[config.mk]
export PLATFORM = sky130hd
export DESIGN_NAME = cbq_dp
export DESIGN_NICKNAME = d
export VERILOG_FILES = /design/src/hdl/cbq_pkg.sv /design/src/hdl/cbq_dp.sv
export SDC_FILE = /design/constraint.sdc
export NUM_CORES = 2
export LEC_CHECK = 0
export BUFFER_PORTS_ARGS = -buffer_cell sky130_fd_sc_hd__buf_2
export CORE_MARGIN = 2
export CORE_UTILIZATION = 40
export CTS_CLUSTER_SIZE = 16
export DETAILED_ROUTE_END_ITERATION = 7
export PLACE_DENSITY = 0.53
export SLEW_MARGIN = 20
export SYNTH_ARGS = -nofsm -noshare
export SYNTH_HDL_FRONTEND = slang
export SYNTH_SLANG_ARGS = --single-unit
[constraint.sdc]
create_clock -name clk_i -period 27.2 [get_ports clk_i]
set_input_delay 4.08 -clock clk_i [delete_from_list [all_inputs] [get_ports clk_i]]
set_output_delay 4.08 -clock clk_i [all_outputs]
set_load 0.01 [all_outputs]
[src/hdl/cbq_pkg.sv]
`default_nettype none

package cbq_pkg;

  localparam int MAX_SECTIONS   = 8;
  localparam int CHANNELS       = 2;
  localparam int SAMPLE_WIDTH   = 24;
  localparam int COEF_FRAC_BITS = 30;
  localparam int NCOEF          = 6;

  localparam int DATA_W = 32;
  localparam int PROD_W = 2 * DATA_W;
  localparam int RND_W  = PROD_W - COEF_FRAC_BITS;
  // Room for a value minus two rounded products, or a sum of three of them.
  localparam int ACC_W  = RND_W + 2;

  localparam int DLY_DEPTH  = CHANNELS * MAX_SECTIONS * 2;
  localparam int COEF_DEPTH = MAX_SECTIONS * NCOEF;
  localparam int DLY_AW     = $clog2(DLY_DEPTH);
  localparam int COEF_AW    = $clog2(COEF_DEPTH);

  localparam int CH_W     = 1;
  localparam int SEC_W    = 3;
  localparam int SEL_W    = 3;
  localparam int CNT_W    = 4;
  localparam int CFG_IDX_W = 2;
  localparam int CFG_W    = 24;

  localparam logic REQ_SAMPLE = 1'b0;
  localparam logic REQ_COEF   = 1'b1;

  localparam logic [SEL_W-1:0] COEF_B0    = 3'd0;
  localparam logic [SEL_W-1:0] COEF_B1    = 3'd1;
  localparam logic [SEL_W-1:0] COEF_B2    = 3'd2;
  localparam logic [SEL_W-1:0] COEF_A1    = 3'd3;
  localparam logic [SEL_W-1:0] COEF_A2    = 3'd4;
  localparam logic [SEL_W-1:0] COEF_SCALE = 3'd5;

  localparam logic [CFG_IDX_W-1:0] CFG_SECTION_COUNT = 2'd0;
  localparam logic [CFG_IDX_W-1:0] CFG_CLAMP_MIN     = 2'd1;
  localparam logic [CFG_IDX_W-1:0] CFG_CLAMP_MAX     = 2'd2;

  localparam logic signed [PROD_W-1:0] RND_HALF = PROD_W'(1) << (COEF_FRAC_BITS - 1);

  typedef enum logic [2:0] {
    MUL_DLY,
    MUL_W1,
    MUL_W2,
    MUL_W,
    MUL_ACC
  } mul_src_e;

  typedef enum logic [2:0] {
    ACC_HOLD,
    ACC_X_SUB,
    ACC_SUB,
    ACC_LOAD,
    ACC_ADD
  } acc_op_e;

  typedef struct packed {
    mul_src_e mul_src;
    acc_op_e  acc_op;
    logic     lat_w1;
    logic     lat_w2;
    logic     lat_w;
    logic     ld_x_in;
    logic     ld_x_rnd;
  } cbq_ctrl_t;

  // Round half up: floor((p + 2^(F-1)) / 2^F), which an arithmetic shift gives.
  function automatic logic signed [RND_W-1:0] round_prod(input logic signed [PROD_W-1:0] p);
    logic signed [PROD_W-1:0] t;
    t = p + RND_HALF;
    return t[PROD_W-1:COEF_FRAC_BITS];
  endfunction

  function automatic logic signed [DATA_W-1:0] sat32(input logic signed [ACC_W-1:0] v);
    logic [ACC_W-DATA_W:0] top;
    top = v[ACC_W-1:DATA_W-1];
    if (top == '0 || top == '1) begin
      return v[DATA_W-1:0];
    end else if (v[ACC_W-1]) begin
      return {1'b1, {(DATA_W-1){1'b0}}};
    end else begin
      return {1'b0, {(DATA_W-1){1'b1}}};
    end
  endfunction

endpackage

`default_nettype wire

[src/hdl/cbq_dp.sv]
`default_nettype none

module cbq_dp (
  input  wire logic                                        clk_i,
  input  wire cbq_pkg::cbq_ctrl_t                          ctrl_i,
  input  wire logic signed [cbq_pkg::SAMPLE_WIDTH-1:0]     sample_i,
  input  wire logic        [cbq_pkg::DATA_W-1:0]           dly_rdata_i,
  input  wire logic        [cbq_pkg::DATA_W-1:0]           coef_rdata_i,
  output logic signed      [cbq_pkg::DATA_W-1:0]           x_o,
  output logic signed      [cbq_pkg::DATA_W-1:0]           w1_o,
  output logic signed      [cbq_pkg::DATA_W-1:0]           w_o
);

  import cbq_pkg::*;

  logic signed [DATA_W-1:0] x_q, w1_q, w2_q, w_q;
  logic signed [ACC_W-1:0]  acc_q, acc_d;
  logic signed [PROD_W-1:0] p_q;
  logic signed [DATA_W-1:0] opnd, coef_s, acc_sat;
  logic signed [RND_W-1:0]  rnd_v;
  logic signed [ACC_W-1:0]  rnd_ext, x_ext;

  always_comb begin
    coef_s  = $signed(coef_rdata_i);
    acc_sat = sat32(acc_q);
    rnd_v   = round_prod(p_q);
    rnd_ext = {{(ACC_W-RND_W){rnd_v[RND_W-1]}}, rnd_v};
    x_ext   = {{(ACC_W-DATA_W){x_q[DATA_W-1]}}, x_q};
    case (ctrl_i.mul_src)
      MUL_DLY: opnd = $signed(dly_rdata_i);
      MUL_W1:  opnd = w1_q;
      MUL_W2:  opnd = w2_q;
      MUL_W:   opnd = w_q;
      MUL_ACC: opnd = acc_sat;
      default: opnd = '0;
    endcase
    case (ctrl_i.acc_op)
      ACC_X_SUB: acc_d = x_ext - rnd_ext;
      ACC_SUB:   acc_d = acc_q - rnd_ext;
      ACC_LOAD:  acc_d = rnd_ext;
      ACC_ADD:   acc_d = acc_q + rnd_ext;
      default:   acc_d = acc_q;
    endcase
  end

  always_ff @(posedge clk_i) begin
    p_q   <= coef_s * opnd;
    acc_q <= acc_d;
    if (ctrl_i.lat_w1) begin
      w1_q <= $signed(dly_rdata_i);
    end
    if (ctrl_i.lat_w2) begin
      w2_q <= $signed(dly_rdata_i);
    end
    if (ctrl_i.lat_w) begin
      w_q <= acc_sat;
    end
    if (ctrl_i.ld_x_in) begin
      x_q <= {{(DATA_W-SAMPLE_WIDTH){sample_i[SAMPLE_WIDTH-1]}}, sample_i};
    end else if (ctrl_i.ld_x_rnd) begin
      x_q <= sat32(rnd_ext);
    end
  end

  assign x_o  = x_q;
  assign w1_o = w1_q;
  assign w_o  = w_q;

endmodule

`default_nettype wire

==> flow_summary.toml <==
[cts]
clockBufferDepth = 2
cts_resized = 0
cts_htree_levels = 4
clk_pin_slew_worst_paths_ns = 0.08
postCtsSetupBuffers = 0
cts_root_buffer = "clkbuf_16"
cts_tree = "built"
cts.sinks = 199
cts_hold_buffers = 0
clk-insertion-delay-late_ns = 0.47
numCtsBuffers = 17

[synthesis]
yosys_most_used_dff = "edfxtp_1"
synthTopCellsByArea = "fa_1, edfxtp_1, inv_1"
synth_edf_count = 164
synthTopCellsByCount = "inv_1, fa_1, nand2_1"
syn_nets = 6540
syn_inst = 5106
yosysUniqueCellTypes = 90
syn-cell-area_um2 = 48800
synth_most_common_cell = "inv_1"
ys_warn_count = 0
avgSynthCellArea_um2 = 9.56
synth_seq_cells = 199
yosys.area.top_type = "fa_1"
ys_seq_area_frac = 0.115
synth_top_area_frac = 0.444
async_reset_ff_frac = 0

[worst_setup_path]
arrival_ns = 14.59
worst_r2r_endpoint = "p_q[62]"
crit_top_cell = "fa_1"
reg2reg_slack_ns = 16.05
worstSetupPathType = "in -> reg"
cp_slowest_stage_delay_ns = 1.02
cpMaxStageDelayCell = "fa_1"
reg2reg_depth = 31
cp_max_fo = 34
worstSetupEndpoint = "p_q[62]"
cp-startpoint = "ctrl_i[8]"
r2r-start = "acc_q[33]"
end_kind = "register"
cp.required_ns = 27.56
startpoint_type = "primary input"

[floorplanning]
die_area_um2 = 125000
ios = 196
fp.dieH_um = 353
fp.dieW_um = 353
rows = 128
core-area_um2 = 121000
start_util = 0.402

[outcome]
status = "finished clean"

[timing]
whs_ns = 0.712
skew_ns = 0.0154
rsz0062_at_grt = "false"
tightestPinTransition_ns = 1.08
maxSlewViolCount = 0
fin_crit_ns = 14.23
fin_crit_sh = 0.523
hold_viol_final = 0
maxSlewHeadroom = 0.276
fmax_mhz = 70.3
fin_tns_setup_ns = 0
finalSetupViolCount = 0

[drt]
drt_iter0_drc = 2344
drc = 0
vias_per_cell = 5.23
post_drt_wl_per_cell_um = 21.9
vias = 35400
drt-total-wl_mm = 148
dr.pass1.iters = 5
drtAntennaViolNets = 0

[global_routing]
grt_use_met1 = 0.326
grt_util_met3 = 0.0283
antenna_found_initial = 14
grt_pass1_vias = 38400
grt_overflow_total = 0
grt-busiest-layer = "met2"
gr-usage-met2 = 0.426
grt_max_degree = 37
grt_util_all_layers = 0.245
grt_pass1_wl_mm = 233

[layout]
drive_gt1_frac = 0.0803
area_growth_pct = 6.82
nets = 6562
postLayoutCoreUtil = 0.429

[place]
dp_hpwl_mm = 113
io_buffers = 195
place.gp.congestion = 0.896

[worst_hold_path]
min_path_type = "reg -> reg"

[run]
cap_violations = 0
## through the flow
stage	worst slack (ns)	cell area, µm²	instances
5_1_grt	12.29	52100	6766
4_1_cts	12.94	52100	6766
6_report	12.97	52100	6771
2_1_floorplan	13.77	48800	5106
3_3_place_gp	12.60	51500	6734
3_5_place_dp	12.50	51500	6734
## worst max-delay path, delay by kind of cell
family	cells	cell delay, ns
compound gates	3	0.75
fa+ha+maj	9	5.02
xor+xnor	1	0.11
buf+inv	10	1.79
simple gates	10	2.79
## cells by family (layout without fill, tap and decap cells)
group / count (synthesis) / after routing / synth area share
AOI/OAI and AO/OA: 536 / 536 / 0.0718
xor gates and xnor gates: 171 / 171 / 0.0311
adders and majority gates: 1334 / 1334 / 0.509
buffers and inverters: 1371 / 1406 / 0.106
DFF: 199 / 199 / 0.115
muxes: 39 / 39 / 0.0160
other: 0 / 5 / 0
and+or+nand+nor: 1456 / 1456 / 0.151
## how the worst min path moves through the flow
| stage | endpoint | cells after the start | startpoint |
|---|---|---|---|
| after CTS | w_o[4] | 2 | acc_q[4] |
| final | w_o[4] | 2 | acc_q[4] |
| after global routing | w_o[4] | 2 | acc_q[4] |
| after floorplan | w_o[30] | 2 | acc_q[30] |
| after detailed placement | w_o[4] | 2 | acc_q[4] |
| after global placement | w_o[3] | 2 | acc_q[3] |
## area by class of cell
class	instances	area [µm²]
repair buffers	259	1460
inverters	1115	4190
multi-input cells	3536	38200
clock inverters	15	196
flip-flops and latches	199	5630
well taps	1625	2030
clock buffers	17	425
fillers	12100	69300
diodes	5	12.5
## state kept, by name, summed over array words and instances (netlist names)
register / flops
x_o: 32
acc_q: 36
p_q: 35
w_o: 32
w1_o: 32
w2_q: 32
## layer usage
layer	vias up	routed length [µm]
met2	901	75200
met5	-	13
met3	198	7280
met4	2	3680
li1	15600	-
met1	18800	62200
## cell usage in the layout, fill, tap and decap left out, types with 7 or more instances in the layout
cell	netlist	layout
mux2i_1	7	7
fa_1	1083	1083
a21oi_1	186	186
xor2_1	51	51
buf_4	1	64
a31oi_1	19	18
clkinv_8	0	7
and4_1	14	14
xnor2_1	119	118
o21a_1	8	8
nand2_1	621	620
o21ai_2	3	28
o21ai_0	83	56
and2_1	484	484
a21o_1	78	77
nor2_1	98	98
dfxtp_1	35	35
edfxtp_1	164	164
buf_2	6	195
mux4_2	31	31
nor3b_1	8	8
o21ai_1	14	11
nor2b_1	46	45
o2111ai_1	7	7
nand2b_1	24	24
a221o_1	7	7
nand4_1	22	22
nand3_1	35	35
clkbuf_16	0	17
or2_2	16	16
a211oi_1	12	12
inv_1	1113	1113
ha_1	251	251
or3_1	11	11
o221ai_1	26	26
and3_1	22	22
o31ai_1	10	10
o21bai_1	11	11
nor3_1	23	23
Power is not shown: default switching activity piles up to over one toggle a cycle in this logic, so the estimate is an artifact.
