### config.mk
export PLATFORM = sky130hd
export DESIGN_NAME = cbq_ram
export DESIGN_NICKNAME = d
export VERILOG_FILES = /design/src/hdl/cbq_ram.sv
export SDC_FILE = /design/constraint.sdc
export NUM_CORES = 1
export LEC_CHECK = 0
export BUFFER_PORTS_ARGS = -buffer_cell sky130_fd_sc_hd__buf_2
export CAP_MARGIN = 10
export CORE_MARGIN = 2
export CORE_UTILIZATION = 40
export CTS_BUF_LIST = sky130_fd_sc_hd__clkbuf_4
export CTS_CLUSTER_SIZE = 28
export DETAILED_ROUTE_END_ITERATION = 12
export PLACE_DENSITY_LB_ADDON = 0.08
export REMOVE_ABC_BUFFERS = 1
export SLEW_MARGIN = 5
export SYNTH_ARGS = -nofsm -noshare
export SYNTH_HDL_FRONTEND = slang
export SYNTH_SLANG_ARGS = --single-unit
### constraint.sdc
create_clock -name clk_i -period 2.65 [get_ports clk_i]
set_input_delay 0.265 -clock clk_i [delete_from_list [all_inputs] [get_ports clk_i]]
set_output_delay 0.265 -clock clk_i [all_outputs]
set_load 0.05 [all_outputs]
### src/hdl/cbq_ram.sv
`default_nettype none

module cbq_ram #(
  parameter int unsigned WIDTH = 32,
  parameter int unsigned DEPTH = 32,
  localparam int unsigned AW   = $clog2(DEPTH)
) (
  input  wire logic             clk_i,
  input  wire logic             rst_ni,
  input  wire logic             we_i,
  input  wire logic [AW-1:0]    waddr_i,
  input  wire logic [WIDTH-1:0] wdata_i,
  input  wire logic             re_i,
  input  wire logic [AW-1:0]    raddr_i,
  output logic      [WIDTH-1:0] rdata_o
);

  logic [WIDTH-1:0] mem [DEPTH];
  logic [DEPTH-1:0] valid_q;
  logic [WIDTH-1:0] rdata_q;

  // An entry never written since reset reads as zero.
  always_ff @(posedge clk_i or negedge rst_ni) begin
    if (!rst_ni) begin
      valid_q <= '0;
    end else if (we_i) begin
      valid_q[waddr_i] <= 1'b1;
    end
  end

  always_ff @(posedge clk_i) begin
    if (we_i) begin
      mem[waddr_i] <= wdata_i;
    end
    if (re_i) begin
      rdata_q <= valid_q[raddr_i] ? mem[raddr_i] : '0;
    end
  end

  assign rdata_o = rdata_q;

endmodule

`default_nettype wire

==> results.sh, run 1 <==
export IMPL_report_power_total_mw=36.7
export IMPL_dp_final_hpwl_um=65800
export IMPL_via_count_of_the_first_global_routing_pass=24119
export IMPL_status="finished clean"
export IMPL_postLayoutCellArea_mm2=0.0494
export IMPL_placementRows=118
export IMPL_static_leakage_nw=16.9
export IMPL_area_growth_pct=17.9
export IMPL_syn_area_per_cell_um2=20.0
export IMPL_drv_cap=0
export IMPL_clock_tree_htree_level_count=5
export IMPL_place_detailed_instances=3554
export IMPL_finalWorstPathRequiredPeriod_ns=2.56
export IMPL_path_clk_slew_ns=0.07
export IMPL_final_hold_viol_count=0
export IMPL_fin_worst_hold_slack_ns=0.142
export IMPL_route_detailed_wl_per_inst_um=28.8
export IMPL_timing_clock_skew_ns=0.104
export IMPL_fin_crit_sh_pct=96.5
export IMPL_die_width_um=328
export IMPL_timing_final_setup_violations=0
export IMPL_place_port_buffers=77
export IMPL_grt_setup_unrepaired="no"
export IMPL_antenna_violations_before_repair=8
export IMPL_numCtsBuffers=314
export IMPL_groute_usage_overall_pct=22.4
export IMPL_synth_flop_cell="edfxtp_1"
export IMPL_pin_count=78
export IMPL_post_synth_inst_count=2091
export IMPL_layout_core_utilization_pct=47.7
export IMPL_cell_by_cell_trace_of_the_critical_path="dlygate4sd3_1 -> buf_2 -> or3b_2 -> dlygate4sd3_1 -> nor2_4 -> dlygate4sd3_1"
export IMPL_drtPass1Iterations=5
export IMPL_most_common_layout_cells="edfxtp_1 (1056), clkbuf_4 (460), mux2i_1 (261)"
export IMPL_number_of_distinct_library_cells_after_synthesis=34
export IMPL_data_arrival_time_of_the_critical_path_ns=3.30
export IMPL_die_height_um=328
export IMPL_timing_final_ws_setup_ns=0.0929
export IMPL_max_freq_mhz=391
export IMPL_clkLatencyLatePin_ns=1.20
export IMPL_cp_max_fo=8
export IMPL_final_common_cell="edfxtp_1"
export IMPL_place_area_mm2=0.0451
export IMPL_post_detailed_routing_wire_length_um=119000
export IMPL_core_area_mm2=0.104
export IMPL_cp_data_required_time_ns=3.40
export IMPL_synth_ff_latch_count=1088
export IMPL_cts_root_buffer_cell="clkbuf_4"
export IMPL_worstMarginPinSlew_ns=0.995
export IMPL_critPathLaunchType="primary input"
export IMPL_gp_congestion=0.744
export IMPL_antenna_left=0
export IMPL_irDropWorstVdd_mv=0.399
export IMPL_slew_headroom_pct=33.5
export IMPL_globalRoute_totalOverflow=0
export IMPL_tritoncts="built"
export IMPL_timing_setup_tns_ns=0
export IMPL_pwr_density_cell_mw_per_mm2=742
export IMPL_starting_density_pct=40.4
export IMPL_postSynth_asyncResetShare_pct=2.94
export IMPL_synth_yosys_seq_area_share_pct=77.6
export IMPL_vias=22955
export IMPL_routed_via_density=5.56
export IMPL_floorplan_die_area_mm2=0.107
export IMPL_clock_sinks=1088
export IMPL_cts_resized=0
export IMPL_layout_drive_gt1_share_pct=32.7
export IMPL_max_root_sink_buffers=4
export IMPL_number_of_flops_mapped_to_enable_cells_by_yosys=1056
export IMPL_number_of_standard_cells_in_the_layout_taps_in_and_fillers_out=4131
export IMPL_drt_drc_violations_left=0
export IMPL_cp_slowest_cell="dlygate4sd3_1"
export IMPL_cp_buffers_inverters=4
export IMPL_hold_class="primary input to flip-flop"
export IMPL_synth_yosys_warnings=0
export IMPL_critical_path_top_delay_family="buffers and inverters"
export IMPL_critical_path_max_stage_delay_ns=0.90
export IMPL_report_final_slew_viol_count=0
export IMPL_crit_path_end_kind="flip-flop"
export IMPL_path_common_cell="dlygate4sd3_1"
export IMPL_placement_setup_slack_ns=0.166
export IMPL_grt_max_degree=43
export IMPL_drt_initial_drc_count=1796
export IMPL_global_route_wire_length_before_repair_um=169000
export IMPL_post_synth_instance_area_mm2=0.0419
export IMPL_path_class="primary input to flip-flop"
export IMPL_final_nets=2588
[power breakdown]
part	total, mW	internal (mW)	switching (mW)
logic	2.40	0.872	1.53
registers	19.4	19.3	0.128
clock network	14.9	8.24	6.66
total	36.7	28.4	8.31
[final timing paths]
path                                to  slack [ns]  cells after the start         from
setup / recovery            mem[6][27]        0.09                      6   waddr_i[3]
min in group asynchronous  valid_q[22]        0.32                      4       rst_ni
setup reg to reg            rdata_o[6]        0.53                      5   mem[25][6]
max in group asynchronous   valid_q[5]        2.12                      4       rst_ni
hold / removal              mem[8][14]        0.14                      2  wdata_i[14]
hold reg to reg             valid_q[8]        0.46                      1   valid_q[8]
[Yosys cell counts, types with 32 or more instances]
master    instances  area [um^2]
a21oi_1          32          160
a221oi_1        121         1060
a22oi_1          32          240
and3_1           33          206
buf_2            32          160
clkbuf_1         51          191
dfrtp_1          32          801
edfxtp_1       1056        31700
mux2i_1         261         2610
mux4_2          133         3000
nand3_1          36          180
nor2_1           67          251
nor3_1           32          160
o21ai_0          64          320
or2_2            32          200
[metal layers]
metal	GRT usage [%]	up-vias	wire length, um
met5	0	-	11
met3	5.18	192	7290
met4	7.57	2	2510
met1	29.2	12114	50000
met2	37.1	837	59100
li1	-	9810	-
[final cells by class]
class                   count  area, um^2
repair buffers            261        2420
clock buffers             460        3450
inverters                   2        8.76
multi-input cells         875        8940
well taps                1380        1730
clock inverters            59         330
diodes                      6        15.0
flip-flops and latches   1088       32500
fillers                  8926       54200
[cells by family (layout without fill, tap and decap cells)]
kind of cell	Yosys count	after routing	share of synthesized area, %
DFF	1088	1088	77.6
muxes	396	396	13.4
and+or+nand+nor	219	219	2.69
AOI/OAI and AO/OA	260	260	4.58
buffers and inverters	128	782	1.68
other	0	6	0
[sequential cells by signal, indices dropped and copies added, names as in the netlist]
signal and flops:
mem 1024, rdata_o 32, valid_q 32
[repair_timing]
| item | in CTS | in global routing |
|---|---|---|
| buffers inserted | 0 | 0 |
| endpoints found under the hold margin | 1425 | 0 |
| hold buffers | 52 | 0 |
Power figures use the tool's default switching activity.
==> inputs of run 2 (changes only) <==
--- a/config.mk
+++ b/config.mk
@@ -5,6 +5,7 @@
 export SDC_FILE = /design/constraint.sdc
 export NUM_CORES = 1
 export LEC_CHECK = 0
+export ABC_AREA = 1
 export BUFFER_PORTS_ARGS = -buffer_cell sky130_fd_sc_hd__buf_2
 export CAP_MARGIN = 10
 export CORE_MARGIN = 2
==> run 2 against run 1 <==
Compared with the run above:
- count of clock-buffer cells in the layout up 13
- maximum frequency is 5.6% higher
- sequential power hardly changed
- combinational power is 12% higher
- synthesized cell count up 97%
- highest routed layer is now met4
- wire length increased by 15%
- clock power grew 3%
==> results.sh, run 2 <==
export IMPL_final_hold_viol_count=0
export IMPL_max_root_sink_buffers=4
export IMPL_timing_clock_skew_ns=0.0940
export IMPL_die_height_um=340
export IMPL_cts_root_buffer_cell="clkbuf_4"
export IMPL_power_sequential_fraction_pct=51.8
export IMPL_drt_drc_violations_left=0
export IMPL_cp_max_fo=61
export IMPL_vias=30894
export IMPL_fin_crit_sh_pct=91.4
export IMPL_static_leakage_nw=21.2
export IMPL_path_class="primary input to flip-flop"
export IMPL_report_final_slew_viol_count=0
export IMPL_globalRoute_totalOverflow=0
export IMPL_cell_by_cell_trace_of_the_critical_path="dlygate4sd3_1 -> buf_8 -> inv_8 -> buf_12 -> nor2_1 -> o21ai_0 -> nand3_1 -> nand3_1 -> nand3_1 -> dlygate4sd3_1 -> nand2_1 -> nor2_2 -> dlygate4sd3_1"
export IMPL_groute_usage_overall_pct=23.8
export IMPL_p_int_mw=28.4
export IMPL_synth_top_area_share_pct=70.0
export IMPL_starting_density_pct=40.3
export IMPL_number_of_standard_cells_in_the_layout_taps_in_and_fillers_out=6188
export IMPL_synth_most_common_cell="nand2_1"
export IMPL_route_detailed_wl_per_inst_um=22.1
export IMPL_synth_top_cells_by_count="nand2_1 (1544), edfxtp_1 (1056), nand3_1 (644)"
export IMPL_critical_path_max_stage_delay_ns=0.57
export IMPL_drt_initial_drc_count=2506
export IMPL_slew_headroom_pct=56.0
export IMPL_cts_hold_fix_buffers=60
export IMPL_synth_flop_cell="edfxtp_1"
export IMPL_place_port_buffers=77
export IMPL_global_route_wire_length_before_repair_um=201000
export IMPL_layout_drive_gt1_share_pct=16.7
export IMPL_synth_ff_latch_count=1088
export IMPL_core_area_mm2=0.112
export IMPL_layout_core_utilization_pct=47.0
export IMPL_floorplan_die_area_mm2=0.116
export IMPL_final_nets=4515
export IMPL_area_growth_pct=16.5
export IMPL_post_detailed_routing_wire_length_um=137000
export IMPL_place_detailed_instances=5589
export IMPL_cts_resized=0
export IMPL_max_freq_mhz=413
export IMPL_grt_max_degree=100
export IMPL_pwr_density_cell_mw_per_mm2=709
export IMPL_ff2ff_path_depth=10
export IMPL_whs_path_depth=2
export IMPL_total_switching_power_mw=8.97
export IMPL_cp_slowest_cell="dlygate4sd3_1"
export IMPL_grt_setup_unrepaired="no"
export IMPL_clock_tree_htree_level_count=5
export IMPL_drtPass1Iterations=6
export IMPL_clkLatencyLatePin_ns=1.19
export IMPL_clock_sinks=1088
export IMPL_registers_top_by_ff_count="mem"
export IMPL_fin_worst_hold_slack_ns=0.140
export IMPL_timing_final_setup_violations=0
export IMPL_data_arrival_time_of_the_critical_path_ns=3.35
export IMPL_gp_congestion=0.752
export IMPL_routed_via_density=4.99
export IMPL_tritoncts="built"
export IMPL_postSynth_asyncResetShare_pct=2.94
export IMPL_critPathLaunchType="primary input"
export IMPL_yosys_area_top_type="edfxtp_1"
export IMPL_synth_top_cells_by_area="edfxtp_1 (70%), nand2_1 (13%), nand3_1 (7.1%), inv_1 (2.7%), dfrtp_1 (1.8%)"
export IMPL_holdCritStartpoint="wdata_i[17]"
export IMPL_setup_fix_bufs_post_cts=0
export IMPL_post_synth_instance_area_mm2=0.0453
export IMPL_comb_power_share_pct=7.2
export IMPL_final_common_cell="nand2_1"
export IMPL_number_of_flops_mapped_to_enable_cells_by_yosys=1056
export IMPL_synth_yosys_warnings=0
export IMPL_syn_area_per_cell_um2=11.0
export IMPL_timing_setup_tns_ns=0
export IMPL_hold_class="primary input to flip-flop"
export IMPL_drv_cap=0
export IMPL_fillers=10581
export IMPL_antenna_left=0
export IMPL_finalWorstPathRequiredPeriod_ns=2.42
export IMPL_synth_yosys_seq_area_share_pct=71.8
export IMPL_path_clk_slew_ns=0.06
export IMPL_placementRows=123
export IMPL_cp_data_required_time_ns=3.58
export IMPL_numCtsBuffers=318
export IMPL_number_of_distinct_library_cells_after_synthesis=18
export IMPL_timing_critical_path_from="raddr_i[1]"
export IMPL_most_common_layout_cells="nand2_1 (1544), edfxtp_1 (1056), nand3_1 (644)"
export IMPL_status="finished clean"
export IMPL_crit_path_end_kind="flip-flop"
export IMPL_dp_final_hpwl_um=67400
export IMPL_post_synth_inst_count=4125
export IMPL_worstMarginPinSlew_ns=0.660
export IMPL_report_power_total_mw=37.4
export IMPL_irDropWorstVdd_mv=0.322
export IMPL_power_clock_fraction_pct=41.0
export IMPL_antenna_violations_before_repair=2
export IMPL_die_width_um=340
export IMPL_reg2reg_from="mem[18][18]"
export IMPL_p_sw_share_pct=24.0
export IMPL_via_count_of_the_first_global_routing_pass=30325
export IMPL_pin_count=78
export IMPL_largest_register_ff_count=1024
==> run 2: cell types whose count changed after synthesis, moves of 33 or more <==
cell | before | now
nand3_1 | 36 | 644
mux4_2 | 133 | 0
inv_1 | 2 | 328
buf_2 | 32 | 69
mux2i_1 | 261 | 0
buf_4 | 11 | 45
nand2_1 | 2 | 1544
and3_1 | 33 | 0
nor2_1 | 67 | 162
a221oi_1 | 121 | 0
==> run 2: worst paths after layout <==
check,to,slack [ns]
max,rdata_o[18],0.23
min,mem[6][17],0.14
max reg2reg,rdata_o[18],0.35
min reg2reg,valid_q[23],0.47
max in group asynchronous,valid_q[31],2.17
min in group asynchronous,valid_q[3],0.27
==> run 2: cell type report <==
type	instances	area, um^2	share of cell area (%)
multi-input cells	2479	10600	20.1
clock buffers	473	3550	6.73
flip-flops and latches	1088	32500	61.6
diodes	8	20.0	0.0379
clock inverters	58	315	0.598
inverters	330	1270	2.41
repair buffers	252	2600	4.93
well taps	1500	1880	3.56
==> run 2: power by group through the flow <==
| stage | Sequential (mW) | Clock, mW | Combinational, mW |
|---|---|---|---|
| after global routing | 19.4 | 16.7 | 2.98 |
| after detailed placement | 19.7 | 0 | 2.64 |
| after floorplan | 19.9 | 0 | 1.18 |
| final | 19.4 | 15.3 | 2.69 |
| after CTS | 19.4 | 15.8 | 2.73 |
| after global placement | 19.7 | 0 | 2.64 |
==> run 2: cells by family after synthesis <==
logic type             count (synthesis)  share of synthesized area (%)
AND/OR/NAND/NOR                     2415                           22.2
flip-flops                          1088                           71.8
buffers and inverters                558                           5.29
AO/OA/AOI/OAI                         64                          0.707
==> run 2: worst max-delay path: cells and delay by family <==
kind | cells | cell delay (ns)
simple gates | 6 | 0.43
buf+inv | 6 | 2.51
compound gates | 1 | 0.08
==> run 2: routing by layer <==
| layer | routed length [um] | up-vias | share of wire, % | track usage, % |
|---|---|---|---|---|
| met5 | 0 | - | 0 | 0 |
| met1 | 60000 | 15117 | 44 | 31.4 |
| met2 | 66000 | 853 | 48 | 39.4 |
| met4 | 4060 | 0 | 3.0 | 9.07 |
| met3 | 6800 | 256 | 5.0 | 3.92 |
| li1 | - | 14668 | - | - |
==> run 2: metrics by stage <==
step / worst slack [ns] / instance area [um^2]
2_1_floorplan: -1.09 / 44100
3_3_place_gp: 0.524 / 48300
3_5_place_dp: 0.500 / 48300
4_1_cts: 0.263 / 52700
5_1_grt: 0.185 / 52700
6_report: 0.229 / 52800
